## src/sv/dtq_pkg.sv

```systemverilog
// Package: constants, types and codes for the deadline timer queue.
`default_nettype none
package dtq_pkg;
	localparam int CAPACITY  = 16;
	localparam int TIME_BITS = 48;
	localparam int IDX_BITS  = $clog2(CAPACITY);
	localparam int CNT_BITS  = $clog2(CAPACITY + 1);
	localparam int SEQ_BITS  = 16;
	localparam int TICK_BITS = 32;
	localparam logic [TICK_BITS-1:0] TICK_RESET = 32'd1000;
	localparam logic [TIME_BITS-1:0] TIME_MAX = {TIME_BITS{1'b1}};

	typedef enum logic [1:0] {
		KIND_ACK   = 2'd0,
		KIND_FIRED = 2'd1,
		KIND_WAKE  = 2'd2
	} kind_t;

	localparam logic CMD_SCHEDULE = 1'b0;
	localparam logic CMD_TICK     = 1'b1;

	typedef struct packed {
		logic [TIME_BITS-1:0] deadline;
		logic [7:0]           id;
		logic [SEQ_BITS-1:0]  seq;
	} entry_t;

	typedef enum logic [2:0] {
		ST_IDLE,
		ST_SCAN,
		ST_SCAN_END,
		ST_MOVE,
		ST_OUT
	} state_t;

	function automatic logic [TIME_BITS-1:0] sat_add(
		input logic [TIME_BITS-1:0] a, input logic [TICK_BITS-1:0] b);
		logic [TIME_BITS:0] s;
		s = {1'b0, a} + {{(TIME_BITS + 1 - TICK_BITS){1'b0}}, b};
		return s[TIME_BITS] ? TIME_MAX : s[TIME_BITS-1:0];
	endfunction

	function automatic logic earlier(input entry_t a, input entry_t b);
		logic [SEQ_BITS-1:0] d;
		d = a.seq - b.seq;
		if (a.deadline != b.deadline)
			return a.deadline < b.deadline;
		return d[SEQ_BITS-1];
	endfunction
endpackage
`default_nettype wire

```

## src/sv/dtq_store.sv

```systemverilog
// Entry memory: one write port, one read port, registered read data.
`default_nettype none
module dtq_store import dtq_pkg::*; (
	input  wire logic                clk,
	input  wire logic                we,
	input  wire logic [IDX_BITS-1:0] waddr,
	input  wire entry_t              wdata,
	input  wire logic [IDX_BITS-1:0] raddr,
	output entry_t                   rdata
);
	entry_t mem [CAPACITY];

	always_ff @(posedge clk) begin
		if (we)
			mem[waddr] <= wdata;
		rdata <= mem[raddr];
	end
endmodule
`default_nettype wire

```

## config.mk

```make
export PLATFORM = sky130hd
export DESIGN_NAME = dtq_store
export DESIGN_NICKNAME = d
export VERILOG_FILES = /design/src/sv/dtq_pkg.sv /design/src/sv/dtq_store.sv
export SDC_FILE = /design/constraint.sdc
export NUM_CORES = 1
export LEC_CHECK = 0
export BUFFER_PORTS_ARGS = -buffer_cell sky130_fd_sc_hd__buf_2
export CORE_MARGIN = 10
export CORE_UTILIZATION = 25
export DETAILED_ROUTE_END_ITERATION = 6
export PLACE_DENSITY_LB_ADDON = 0.3
export RECOVER_POWER = 25
export SLEW_MARGIN = 20
export SYNTH_ARGS = -nofsm -noshare
export SYNTH_HDL_FRONTEND = slang
export SYNTH_SLANG_ARGS = --single-unit
```

## constraint.sdc

```tcl
create_clock -name clk -period 13.27 [get_ports clk]
set_input_delay 1.9905 -clock clk [delete_from_list [all_inputs] [get_ports clk]]
set_output_delay 1.9905 -clock clk [all_outputs]
set_load 0.005 [all_outputs]
```

# After elaboration in Yosys (flattened, before gate mapping)
# Memory sizes are Yosys's and may differ from the RTL's. A register that Yosys moved wholly into a read port is not among the register bits.
# Index checks and enable logic that the tools add are counted.
dict set report op_classes {
  n_addsub 0
  multipliers 0
  div 0
  n_lt_le_gt_ge 0
  eq_ne 0
  n_shift 0
  muxes 2
  bitwise 0
  reduce_logical 0
}
# cell n
set op_table {}
lappend op_table {{two-way mux 1 bit} 2}
dict set report word_totals {
  ff_bits 0
  latch_bits 0
  ram_bits 1152
  mem_bits_ro 0
  input_bits 82
  memories 1
}
# memory words word_bits read_ports rd_ports_with_merged_regs wr line_no
set memory_table {}
lappend memory_table {mem 16 72 1 1 1 dtq_store.sv:11} ;# entry_t mem [CAPACITY];

# Longest topological paths before layout
dict set report logic_depth {
  ltp_word 2
  depth_mapped 6
  mapped_depth_nobuf 3
}

# Worst setup path before layout
# Ideal clock, no wire load.
dict set report synth_path {
  kind {input to register}
  from {input port waddr[2]}
  to {memory mem[0][0] (netlist bit), enable pin}
  setup_ps 592
  arrival_time_ps 7390
  required_time_ps 12678
  slack_ps 5288
  stages 2
  n_path_buf 0
  cell_sequence {or3b_2 -> nor3_1}
}
# element line_no
set synth_lines {}
lappend synth_lines {{from (decl)} dtq_store.sv:6} ;# input wire logic [IDX_BITS-1:0] waddr,
lappend synth_lines {{to (decl)} dtq_store.sv:11}
# Straight into the memory's write port.

==> results.cfg <==
[synth]
synth_top_area_cell = edfxtp_1
synth_area_leaders = edfxtp_1 78%, mux4_2 15%, dfxtp_1 3.2%
synth_common_cells = 1152 x edfxtp_1, 288 x mux4_2, 144 x a22oi_1
synthCells = 1850
syn_area_sq_mm = 0.0446
yosysWarnings = 0
synth_top_area_share_pct = 77.6
ys.flop_type = edfxtp_1
synth.most_common_cell = edfxtp_1
synth_area_per_cell_sq_um = 24.1
async_flop_share_pct = 0
ys_seq_elements = 1224
ys_types = 18
synth-edff-count = 1152
seq_area_frac_synth_pct = 80.9
synth_nets = 1932

[setup_path]
r2r_slack_ns = 11.81
critPathKind = input port to flop
crit_arrival_ns = 5.25
critPathRequiredTime_ns = 13.89
crit_path_start_kind = input port
slowest_stage = buf_4
crit_path_max_fanout = 90
crit_chain = buf_8, buf_12, buf_4, mux4_2, a22oi_1, nand2_1
r2r_end = rdata[34]
cpPeakStageDelay_ns = 0.86
ff2ff_path_depth = 3
end_kind = flop
reg2reg_from = mem[10][34]

[timing]
clock_skew_ns = 0.0315
rsz0062_at_grt = false
slew_headroom_pct = 23.2
whs_ns = 0.661
min_period_ns = 4.63
setup-tns-final_ns = 0
setup_viol = 0
fin_crit_sh_pct = 34.9
worstMarginPinSlew_ns = 1.15
slew_violations = 0
hold_viol_final = 0
fmax_mhz = 216
setup_ws_ns = 8.64

[drt]
wirelength_um = 115000
drt-wirelength-per-cell_um = 25.3
vias = 20200
drc = 0
ant_nets = 0
drtPass1Iterations = 7
vias_per_cell = 4.44
first_iter_violations = 1605

[placed_design]
dp_hpwl_um = 57300
place_congestion = 0.673
pre_cts_slack_ns = 7.80
placement.io_buffers = 153

[final_layout]
multi_input_area_sq_mm = 0.00811
layout-drive-gt1-share_pct = 29.5
fillers = 17000
finalNetCount = 2169
area_growth_pct = 18.0
ff_latch_area_sq_mm = 0.0360

[cts]
cts_tree = done
clkTransAtPathRegs_ns = 0.06
clock-root-buffer = clkbuf_16
cts_buffers = 135
cts_hold_buf = 0
clock_latency_ns = 0.76
cts_sinks = 1224
clk_path_buf_depth = 3
postCtsSetupBuffers = 0
htree_levels = 4
ctsResizeCount = 0

[pwr]
power.density_mw_per_mm2 = 160
p_leak_nw = 16.3
vdd_drop_max_mv = 0.102

[global_routing]
grt_max_degree = 151
grt_use_total_pct = 11.5
grt-ovfl-total = 0
antenna_found_initial = 34
grt_pass1_wl_um = 163000
grt_pass1_vias = 21600

[min_path]
worstHoldEndpoint = rdata[64]
holdPathStages = 3
hold_class = flop to flop
hp-start = mem[14][64]

[outcome]
outcome = finished, final reports clean

[die]
start_util_pct = 25.2
die_y_um = 442
dieArea_sq_mm = 0.195
fp-row-count = 154
fp.dieW_um = 442
ioPinCount = 154
core_sq_mm = 0.177

[run]
max_cap_violations = 0
## power by group
part           leakage (nW)  internal (W)  switching (W)
Sequential             11.0       0.00432      0.0000338
Combinational          3.19      0.000146       0.000225
Clock                  2.13       0.00216        0.00152
## stage by stage
step           power (W)  cell area, sq um  utilization (%)  cells
3_3_place_gp     0.00482             48200             27.3   4290
3_5_place_dp     0.00483             48200             27.3   4290
2_1_floorplan    0.00464             44600                -   1850
4_1_cts          0.00854             52600             29.8   4536
6_report         0.00841             52600             29.8   4541
5_1_grt          0.00871             52600             29.8   4539
## logic make-up after synthesis
| group | after synthesis | share of synthesized area, % |
|---|---|---|
| compound gates | 144 | 2.43 |
| buf+inv | 95 | 1.22 |
| flops | 1224 | 80.9 |
| mux | 288 | 14.6 |
| simple gates | 99 | 0.904 |
## sequential cells by signal, indices dropped and copies added (netlist names)
name	count
mem	1152
rdata	72
## worst max-delay path, delay by kind of cell
kind / cells / cell delay [ns]
AO/OA/AOI/OAI: 1 / 0.22
multiplexers: 1 / 0.60
AND/OR/NAND/NOR: 1 / 0.08
buffers and inverters: 3 / 2.00
## cell type report
cell class                      count  area share (%)
Multi-Input combinational cell    531            15.4
Antenna cell                        5          0.0238
Timing Repair Buffer              195            2.09
Clock inverter                     56            1.26
Clock buffer                      190            7.11
Tap cell                         2340            5.57
Sequential cell                  1224            68.5
## worst max-delay path by stage
stage               startpoint        end  slack [ns]  depth (start not counted)
CTS                   raddr[0]  rdata[55]        8.62                          6
global route          raddr[0]  rdata[55]        8.31                          6
floorplan             waddr[2]  mem[0][0]        5.29                          2
detailed placement    raddr[0]  rdata[55]        7.80                          6
finish                raddr[0]  rdata[55]        8.64                          6
global placement      raddr[0]  rdata[55]        7.82                          6
## routing by layer
metal / wire [um] / vias to the layer above / GRT usage (%)
met4: 2830 / 22 / 3.41
met5: 138 / - / 0
met3: 5650 / 208 / 2.44
met1: 46200 / 11000 / 14.0
li1: - / 8422 / -
met2: 60100 / 554 / 20.3
## cells in the final DEF, fill, tap and decap left out
master      instances
clkinvlp_4          5
clkbuf_16         137
buf_8               2
or3b_2              1
clkinv_2           18
clkinv_1            7
clkbuf_8           11
clkinv_16           2
nand3_1             1
edfxtp_1         1152
inv_16              2
nand2_1            73
mux4_2            288
clkbuf_1           95
and2_4              1
nand3b_1            2
bufinv_16           9
nor2b_4             2
inv_6               7
nand2b_1            2
buf_12              5
nor2_4             13
buf_6               1
nor3_2              4
buf_2              98
buf_4              36
clkinv_8            3
a22oi_1           144
dfxtp_1            72
clkinv_4            3
diode_2             5
(Power assumes the default switching activity.)
